--- src/rtl/bnms_pkg.sv ---
`default_nettype none
// ----------------------------------------------------------------------------
// bnms_pkg: shared types and constants for box non-maximum suppression
// Field widths, stream packing, register codes, controller states and the
// command/status bundles between the controller and the datapath.
// ----------------------------------------------------------------------------
package bnms_pkg;

    // Default sizing of the kept list and the per-frame box counter
    localparam int DEF_MAX_KEPT      = 128;
    localparam int DEF_MAX_PROPOSALS = 4096;

    // Field widths
    localparam int COORD_W  = 16;
    localparam int CLASS_W  = 8;
    localparam int AREA_W   = 32;
    localparam int THR_W    = 9;
    localparam int INDEX_W  = 12;
    localparam int TOTAL_W  = 8;

    // Stream packing
    localparam int IN_TDATA_W  = 4 * COORD_W + CLASS_W;   // 72 bits, whole bytes
    localparam int OUT_TDATA_W = 24;                      // 20 bits of fields + pad
    localparam int OUT_TUSER_W = 2;

    // Configuration port
    localparam int CFG_IDX_W  = 8;
    localparam int CFG_DATA_W = THR_W;

    localparam logic [CFG_IDX_W-1:0] CFG_IOU_THRESHOLD  = CFG_IDX_W'(0);
    localparam logic [CFG_IDX_W-1:0] CFG_CLASS_AGNOSTIC = CFG_IDX_W'(1);

    localparam logic [THR_W-1:0] THR_RESET = THR_W'(128);

    // Controller states
    typedef enum logic [2:0] {
        S_IDLE,
        S_SPAN,
        S_AREA,
        S_SCAN,
        S_DRAIN,
        S_FINISH
    } t_state;

    // Controller to datapath
    typedef struct packed {
        logic load;     // capture the incoming box
        logic span;     // register width and height of the box
        logic area;     // register the box area
        logic issue;    // read one kept entry into the IoU pipeline
        logic commit;   // store the box if kept and room remains, emit the result
    } t_cmd;

    // Datapath to controller
    typedef struct packed {
        logic count_zero;   // kept list is empty
        logic scan_last;    // the entry being issued is the last kept one
        logic pipe_busy;    // comparisons still in flight
        logic out_free;     // the output register can take a result
    } t_status;

endpackage : bnms_pkg
`default_nettype wire

--- src/rtl/bnms_ctrl.sv ---
`default_nettype none
// ----------------------------------------------------------------------------
// bnms_ctrl: sequencer for one box at a time
// Walks each box through size, area, a scan over the kept list unless empty,
// a drain of the IoU pipeline and the final commit to the output register.
// ----------------------------------------------------------------------------
module bnms_ctrl (
    input  wire logic              i_clk,
    input  wire logic              i_rst_n,
    input  wire logic              i_in_valid,
    output logic                   o_in_ready,
    input  wire bnms_pkg::t_status i_status,
    output bnms_pkg::t_cmd         o_cmd
);
    import bnms_pkg::*;

    t_state r_state;
    t_state n_state;

    // State register
    always_ff @(posedge i_clk) begin
        if (!i_rst_n) begin
            r_state <= S_IDLE;
        end else begin
            r_state <= n_state;
        end
    end

    // Next state
    always_comb begin
        n_state = r_state;
        unique case (r_state)
            S_IDLE: begin
                if (i_in_valid) begin
                    n_state = S_SPAN;
                end
            end
            S_SPAN: begin
                n_state = S_AREA;
            end
            S_AREA: begin
                n_state = i_status.count_zero ? S_DRAIN : S_SCAN;
            end
            S_SCAN: begin
                if (i_status.scan_last) begin
                    n_state = S_DRAIN;
                end
            end
            S_DRAIN: begin
                if (!i_status.pipe_busy) begin
                    n_state = S_FINISH;
                end
            end
            S_FINISH: begin
                if (i_status.out_free) begin
                    n_state = S_IDLE;
                end
            end
            default: begin
                n_state = S_IDLE;
            end
        endcase
    end

    // Outputs
    always_comb begin
        o_in_ready   = 1'b0;
        o_cmd        = '0;
        unique case (r_state)
            S_IDLE: begin
                o_in_ready = 1'b1;
                o_cmd.load = i_in_valid;
            end
            S_SPAN: begin
                o_cmd.span = 1'b1;
            end
            S_AREA: begin
                o_cmd.area = 1'b1;
            end
            S_SCAN: begin
                o_cmd.issue = 1'b1;
            end
            S_DRAIN: begin
                o_cmd = '0;
            end
            S_FINISH: begin
                o_cmd.commit = i_status.out_free;
            end
            default: begin
                o_cmd = '0;
            end
        endcase
    end

endmodule : bnms_ctrl
`default_nettype wire

--- config.mk ---
export PLATFORM = sky130hd
export DESIGN_NAME = bnms_ctrl
export DESIGN_NICKNAME = d
export VERILOG_FILES = /design/src/rtl/bnms_pkg.sv /design/src/rtl/bnms_ctrl.sv
export SDC_FILE = /design/constraint.sdc
export NUM_CORES = 1
export LEC_CHECK = 0
export BUFFER_PORTS_ARGS = -buffer_cell sky130_fd_sc_hd__clkbuf_2
export CELL_PAD_IN_SITES_DETAIL_PLACEMENT = 0
export CELL_PAD_IN_SITES_GLOBAL_PLACEMENT = 2
export CORE_AREA = 2 2 39 41
export CTS_BUF_LIST = sky130_fd_sc_hd__clkbuf_4
export DETAILED_ROUTE_END_ITERATION = 6
export DIE_AREA = 0 0 41 43
export PLACE_DENSITY = 0.63
export SLEW_MARGIN = 10
export SYNTH_ARGS = -nofsm -noshare
export SYNTH_HDL_FRONTEND = slang
export SYNTH_SLANG_ARGS = --single-unit
--- constraint.sdc ---
create_clock -name i_clk -period 1.4 [get_ports i_clk]
set_input_delay 0.21 -clock i_clk [delete_from_list [all_inputs] [get_ports i_clk]]
set_output_delay 0.21 -clock i_clk [all_outputs]
set_load 0.1 [all_outputs]
==> run summary, run 1 <==
Routability cong.: 0.726
Final net count: 59
Worst min-delay path class: input pin to register
Antenna viol nets, final: 0
Area of the core: 1380 um2
IO Count: 13
Max-slew headroom: 0.855
IO buf count: 12
Routed vias: 278
Critical path's top delay family: simple AND/OR/NAND/NOR gates
Total gr overflow: 0
FMAX: 718 MHz
Initial Util: 0.165
Warnings, synthesis: 0
Antenna diodes: 0
Critical path cell sequence: or2b_1 -> nor2_4 -> buf_12
Clk_lat worst skew: 0.23 ns
Final core utilization: 0.362
Vias in the first global route: 265
Most frequent cells in the layout: 6 x clkbuf_2, 6 x buf_12, 4 x clkbuf_4, 4 x buf_4, 3 x nand2_1
Routed wire per std cell: 8.90 um
Global-route wire length before repair: 1010 um
GRT Overall Usage: 0.0886
Drt drc: 0
Clock skew: 0.00479 ns
Critical Path Sink Type: output port
Setup Viol. Count Final: 0
# Max-Cap Violations: 0
Type of the worst setup path: register to output port
Largest net degree at the start of global routing: 7
Critical path arrival: 1.18 ns
Synthesized net count: 39
Die ar.: 1760 um2
Top Registers: r_state (3)
Max reg flops: 3
Final hold vios: 0
WHS: 0.230 ns
Seq cells post-synth: 3
Yosys cell types: 20
Area growth, synth to finish: 119%
Root buffer cell: clkbuf_4
Avg Cell Area, Syn: 7.16 um2
Die Y: 43 um
H-Tree Depth: 1
Sequential cell area fraction in the yosys report: 0.262
RSZ-0062 raised after global routing: true
Critical-path maximum fanout: 6
CP max-delay cell: dfxtp_4
Post-cts hold buffer count: 0
Die width: 41 um
Reg with most FFs: r_state
Delay of the slowest critical-path stage: 0.38 ns
CP required: 1.19 ns
Iter 0 DRT Violations: 13
Fin cells: 67
Fin crit share: 0.994
Post-layout min period: 1.39 ns
CTS clock-pin slew for the worst setup and hold paths: 0.03 ns
Buf/Inv on CP: 1
Synthesized cell area: 229 um2
Startpoint Class: register
Layout cell share with drive strength beyond 1: 0.608
DR vias/cell: 4.15
Clock buffer depth: 2
FP Rows: 14
Inst Count DP: 61
Final Max Tran Viols: 0
Status: finished clean
Num CTS Buffers: 3
Initial antenna violation count: 0
Initial DRT Pass Iterations: 4
Clock Sinks: 3
Worst slew pin tran: 0.217 ns
CTS tree: yes
Routed WL: 596 um
Synth Instances: 32
-- cell families after synthesis --
logic type,after synthesis,share of synthesized area
simple gates,17,0.393
compound gates,6,0.175
buf+inv,4,0.0820
flops,3,0.262
mux,2,0.0874
-- what timing repair did --
item                                    4_1_cts  5_1_grt
pin swaps                                     2        3
endpoints found under the setup margin        3        4
gates cloned                                  0        0
buffers inserted                              2        0
resized for setup                             2        2
-- stage by stage --
stage	area (um2)	setup TNS (ns)	setup slack, ns
after global placement	442	0	0.165
after global routing	500	-0.0419	-0.0336
after floorplan	268	-1.68	-0.560
after CTS	495	-0.00314	-0.00314
final	500	0	0.00784
after detailed placement	442	0	0.182
-- synthesized netlist by cell type, drive strengths merged --
| library cell | count | share of area |
|---|---|---|
| nor2 | 5 | 0.093 |
| dfxtp | 3 | 0.26 |
| inv | 3 | 0.049 |
| nand2 | 3 | 0.049 |
| nand2b | 3 | 0.093 |
| a21oi | 2 | 0.044 |
| mux2i | 2 | 0.087 |
| nor3 | 2 | 0.044 |
| a221o | 1 | 0.044 |
| a22oi | 1 | 0.033 |
| and2 | 1 | 0.027 |
| buf | 1 | 0.033 |
| nand3 | 1 | 0.022 |
| nor3b | 1 | 0.033 |
| o21a | 1 | 0.033 |
| o21ai | 1 | 0.022 |
| or2b | 1 | 0.033 |
-- layout make-up --
type	count	area, um2
tap	16	20.0
sequential	3	65.1
inverter	3	11.3
multi-input combinational	25	194
timing repair buffer	16	180
clock buffer	4	30.0
fill	146	883
-- final timing paths --
path / startpoint / endpoint / slack, ns / cells past startpoint
min: i_rst_n / r_state[2]$_SDFFE_PN0P_ / 0.23 / 2
max reg2reg: r_state[1]$_SDFFE_PN0P_ / r_state[0]$_SDFFE_PN0P_ / 0.11 / 5
min reg2reg: r_state[2]$_SDFFE_PN0P_ / r_state[1]$_SDFFE_PN0P_ / 0.49 / 1
max: r_state[2]$_SDFFE_PN0P_ / o_cmd[0] / 0.008 / 3
-- per-layer routing --
layer  part of all wire  global-route usage  routed length, um
met1               0.42               0.110                251
met2               0.49               0.113                294
met3              0.084              0.0785                 50
met4                  0              0.0200                  0
met5                  0                   0                  0
Power of run 1 is not shown: default switching activity piles up to over one toggle a cycle in this logic, so the estimate is an artifact.
==> run 2, diff against run 1 <==
--- a/config.mk
+++ b/config.mk
@@ -6,13 +6,11 @@
 export NUM_CORES = 1
 export LEC_CHECK = 0
 export BUFFER_PORTS_ARGS = -buffer_cell sky130_fd_sc_hd__clkbuf_2
-export CELL_PAD_IN_SITES_DETAIL_PLACEMENT = 0
-export CELL_PAD_IN_SITES_GLOBAL_PLACEMENT = 2
 export CORE_AREA = 2 2 39 41
 export CTS_BUF_LIST = sky130_fd_sc_hd__clkbuf_4
 export DETAILED_ROUTE_END_ITERATION = 6
 export DIE_AREA = 0 0 41 43
-export PLACE_DENSITY = 0.63
+export PLACE_DENSITY = 0.36
 export SLEW_MARGIN = 10
 export SYNTH_ARGS = -nofsm -noshare
 export SYNTH_HDL_FRONTEND = slang
==> run summary, run 2 (synthesized netlist as in run 1, its figures left out) <==
Status: finished clean
Critical-path maximum fanout: 5 (-1)
Total gr overflow: 0 (unchanged)
IO buf count: 12 (unchanged)
Antenna viol nets, final: 0 (unchanged)
Fin cells: 66 (-1.5%)
Die Y: 43 um (unchanged)
Vias in the first global route: 273 (+3.0%)
Final net count: 58 (-1.7%)
Max reg flops: 3 (unchanged)
Critical path cell sequence: or2b_4 -> nor2_4 -> buf_12
H-Tree Depth: 1 (unchanged)
Area growth, synth to finish: 116%
Top Registers: r_state (3)
Area of the core: 1380 um2 (unchanged)
Initial antenna violation count: 0 (unchanged)
Drt drc: 0 (unchanged)
Reg with most FFs: r_state
Critical path's top delay family: simple AND/OR/NAND/NOR gates
CTS clock-pin slew for the worst setup and hold paths: 0.03 ns (about the same)
Clock buffer depth: 2 (unchanged)
Routed vias: 279 (+0.36%)
Delay of the slowest critical-path stage: 0.37 ns (about the same)
# Max-Cap Violations: 0 (unchanged)
Clk_lat worst skew: 0.23 ns (about the same)
FMAX: 722 MHz (+0.48%)
Antenna diodes: 0 (unchanged)
Multi-input gate area: 193 um2 (-0.65%)
Num CTS Buffers: 3 (unchanged)
Max-slew headroom: 0.844 (-0.0107)
Routability cong.: 0.771 (+6.2%)
Total Neg Setup Slack: 0 ns (unchanged)
Final Max Tran Viols: 0 (unchanged)
Root buffer cell: clkbuf_4
Startpoint Class: register
Die width: 41 um (unchanged)
Initial Util: 0.165 (unchanged)
IO Count: 13 (unchanged)
Most frequent cells in the layout: 6 x clkbuf_2, 6 x buf_12, 4 x clkbuf_4
GRT Overall Usage: 0.101 (+0.0119)
Critical path arrival: 1.18 ns (about the same)
Reg-to-reg setup timing slack: 0.19 ns (+0.08 ns)
Fill cell count: 150 (+2.7%)
Layout cell share with drive strength beyond 1: 0.620 (+0.0122)
Routed WL: 614 um (+3.0%)
Global-route wire length before repair: 1130 um (+12%)
Register area: 68.8 um2 (+5.8%)
Area post-placement: 434 um2 (-1.7%)
Fin crit share: 0.990 (-0.00477)
Iter 0 DRT Violations: 4 (-9)
Worst min-delay path class: input pin to register
Inst Count DP: 60 (-1.6%)
DP HPWL: 506 um
Post-route cell area: 495 um2 (-1.0%)
Initial DRT Pass Iterations: 4 (unchanged)
CP required: 1.19 ns (about the same)
DR vias/cell: 4.23 (+1.9%)
CP max-delay cell: dfxtp_4
Setup Viol. Count Final: 0 (unchanged)
Clock skew: 0.00422 ns (-0.000572 ns)
Post-layout min period: 1.39 ns (-0.00668 ns)
Die ar.: 1760 um2 (unchanged)
FP Rows: 14 (unchanged)
Type of the worst setup path: register to output port
CTS tree: yes
RSZ-0062 raised after global routing: true
Largest net degree at the start of global routing: 11 (+4)
Final hold vios: 0 (unchanged)
Routed wire per std cell: 9.30 um (+4.6%)
Clock Sinks: 3 (unchanged)
Buf/Inv on CP: 1 (unchanged)
Worst slew pin tran: 0.232 ns (+0.0151 ns)
Critical Path Sink Type: output port
## run 2: cell types whose count changed in the layout (fill, tap and decap cells not counted), sizes merged
cell	previous run	this run
buf	10	9
## run 2: final cells by class
type                       instances  share of cell area
clock buffer                       4              0.0606
inverter                           3              0.0227
multi-input combinational         25               0.389
sequential                         3               0.139
tap                               16              0.0404
timing repair buffer              15               0.348
## run 2: what timing repair did
| item | CTS | global route |
|---|---|---|
| resized for setup | 3 | 3 |
| hold buffers | 0 | 0 |
| setup endpoints to repair | 5 | 4 |
| gates cloned | 0 | 0 |
| pin swaps | 2 | 0 |
| buffers inserted | 2 | 0 |
## run 2: worst paths after layout
path | startpoint | end | depth (start not counted)
worst min-delay path | i_rst_n | r_state[2]$_SDFFE_PN0P_ | 2
worst max register to register | r_state[2]$_SDFFE_PN0P_ | r_state[0]$_SDFFE_PN0P_ | 4
worst min register to register | r_state[0]$_SDFFE_PN0P_ | r_state[0]$_SDFFE_PN0P_ | 2
worst max-delay path | r_state[2]$_SDFFE_PN0P_ | o_cmd[0] | 3
## run 2: routing by layer
layer,global-route usage,vias up,part of all wire
met1,0.106,129,0.36
met5,0,-,0
met2,0.144,6,0.58
li1,-,144,-
met3,0.0314,0,0.054
met4,0.100,0,0
## run 2: stage by stage
stage / hold slack [ns] / setup slack [ns] / utilization
global route: 0.238 / -0.0356 / 0.358
detailed placement: 0.468 / 0.114 / 0.314
floorplan: 0.327 / -0.560 / -
global placement: 0.466 / 0.119 / 0.314
finish: 0.223 / 0.0145 / 0.358
CTS: 0.216 / -0.0123 / 0.350
Power of run 2 is left out for the same reason.
==> run 3, diff against run 2 <==
--- a/config.mk
+++ b/config.mk
@@ -6,6 +6,7 @@
 export NUM_CORES = 1
 export LEC_CHECK = 0
 export BUFFER_PORTS_ARGS = -buffer_cell sky130_fd_sc_hd__clkbuf_2
+export CAP_MARGIN = 20
 export CORE_AREA = 2 2 39 41
 export CTS_BUF_LIST = sky130_fd_sc_hd__clkbuf_4
 export DETAILED_ROUTE_END_ITERATION = 6
==> constraint.sdc (replaced) <==
create_clock -name i_clk -period 1.4 [get_ports i_clk]
set_input_delay 0.35 -clock i_clk [delete_from_list [all_inputs] [get_ports i_clk]]
set_output_delay 0.35 -clock i_clk [all_outputs]
set_load 0.1 [all_outputs]
==> run summary, run 3 (synthesized netlist as in run 1, its figures left out) <==
Status: complete, but fails checks
Failing checks: setup timing
Top Usage Layer GRT: met2
Routed wire per std cell: 9.04 um (-2.8%)
CP max-delay cell: dfxtp_2
Pre-CTS setup slack: 0.0522 ns (-0.0617 ns)
IO buf count: 12 (unchanged)
GRT Overall Usage: 0.0923 (-0.00823)
Root buffer cell: clkbuf_4
Final Max Tran Viols: 0 (unchanged)
Clk_lat worst skew: 0.23 ns (about the same)
Num CTS Buffers: 3 (unchanged)
M1 GR Usage: 0.103 (-0.00389)
RSZ-0062 raised after global routing: true
H-Tree Depth: 1 (unchanged)
Max-slew headroom: 0.849 (+0.00434)
Worst slew pin tran: 0.226 ns (-0.00648 ns)
Critical Path Sink Type: output port
Routed vias: 275 (-1.4%)
Area of the core: 1380 um2 (unchanged)
Critical path cell sequence: buf_6 -> nor3_4 -> and2_4 -> buf_12
CTS clock-pin slew for the worst setup and hold paths: 0.04 ns (about the same)
Die ar.: 1760 um2 (unchanged)
Top Registers: r_state (3)
Post-layout min period: 1.51 ns (+0.120 ns)
Die Y: 43 um (unchanged)
Drt drc: 0 (unchanged)
DP HPWL: 501 um (-1.0%)
Routed WL: 624 um (+1.6%)
Die width: 41 um (unchanged)
Delay of the slowest critical-path stage: 0.33 ns (-0.04 ns)
Met3 Usage GRT: 0.0157 (-0.0157)
Layout cell share with drive strength beyond 1: 0.642 (+0.0215)
Routability cong.: 0.771 (about the same)
Setup Viol. Count Final: 6 (+6)
Startpoint Class: register
Initial antenna violation count: 0 (unchanged)
IO Count: 13 (unchanged)
Post-route cell area: 519 um2 (+4.8%)
Critical path arrival: 1.16 ns (-0.02 ns)
Most frequent cells in the layout: 6 x clkbuf_2, 6 x buf_12, 5 x buf_4
Antenna diodes: 0 (unchanged)
# Max-Cap Violations: 0 (unchanged)
Largest net degree at the start of global routing: 8 (-3)
Clock buffer depth: 2 (unchanged)
Area growth, synth to finish: 127%
Antenna viol nets, final: 0 (unchanged)
WHS: 0.363 ns (+0.140 ns)
DR vias/cell: 3.99 (-5.7%)
Critical-path maximum fanout: 4 (-1)
CTS tree: yes
CP required: 1.05 ns (-0.14 ns)
Post-cts hold buffer count: 0 (unchanged)
Critical path's top delay family: flip-flops
Final hold vios: 0 (unchanged)
Fill cell count: 146 (-2.7%)
Met2 Track Usage GR: 0.141 (-0.00312)
Vias in the first global route: 272 (-0.37%)
Worst min-delay path class: input pin to register
Initial DRT Pass Iterations: 2 (-2)
Global-route wire length before repair: 1080 um (-4.9%)
FP Rows: 14 (unchanged)
Total gr overflow: 0 (unchanged)
Iter 0 DRT Violations: 4 (unchanged)
Final WS setup: -0.106 ns (-0.120 ns)
Area post-placement: 449 um2 (+3.5%)
Reg with most FFs: r_state
FMAX: 664 MHz (-8.0%)
Buf/Inv on CP: 2 (+1)
Final net count: 61 (+5.2%)
Type of the worst setup path: register to output port
Clock skew: 0.000861 ns (-0.00335 ns)
Initial Util: 0.165 (unchanged)
Max reg flops: 3 (unchanged)
Fin crit share: 1.08 (+0.0858)
Final core utilization: 0.375 (+0.0172)
Clock Sinks: 3 (unchanged)
-- run 3: cell count changes in the layout (fill, tap and decap cells not counted), sizes merged --
cell / change
buf: +3
-- run 3: final cells by class --
type	count	area (um2)	share of cell area
clock buffers	4	30.0	0.0578
inverters	3	11.3	0.0217
multi-input cells	25	193	0.371
well taps	16	20.0	0.0386
repair buffers	18	199	0.383
flip-flops and latches	3	66.3	0.128
-- run 3: per-stage QoR --
step | TNS [ns] | cells
after floorplan | -2.37 | 32
after global placement | 0 | 62
after detailed placement | 0 | 62
after CTS | -0.540 | 69
after global routing | -0.714 | 69
final | -0.426 | 69
-- run 3: worst reg2reg max path: stages (launching register included) --
cell     delay, ns
dfxtp_4       0.36
or2b_1        0.27
buf_4         0.15
a21oi_2       0.09
a221o_1       0.13
mux2i_1       0.18
-- run 3: final timing paths --
check,startpoint,end,slack (ns),cells past startpoint
worst min-delay path,i_rst_n,r_state[2]$_SDFFE_PN0P_,0.36,2
worst min register to register,r_state[2]$_SDFFE_PN0P_,r_state[1]$_SDFFE_PN0P_,0.53,2
worst max-delay path,r_state[2]$_SDFFE_PN0P_,o_cmd[4],-0.11,4
worst max register to register,r_state[1]$_SDFFE_PN0P_,r_state[0]$_SDFFE_PN0P_,0.13,5
-- run 3: timing repair --
action,CTS,global route
pin swaps,1,1
buffers inserted,3,0
gates resized for setup,5,1
endpoints found under the hold margin,0,0
endpoints found under the setup margin,6,7
-- run 3: layer usage --
metal | routed length, um | vias up | part of all wire
li1 | - | 149 | -
met1 | 237 | 120 | 0.38
met2 | 360 | 6 | 0.58
met3 | 26 | 0 | 0.042
met4 | 0 | 0 | 0
met5 | 0 | - | 0
Power of run 3 is left out for the same reason.
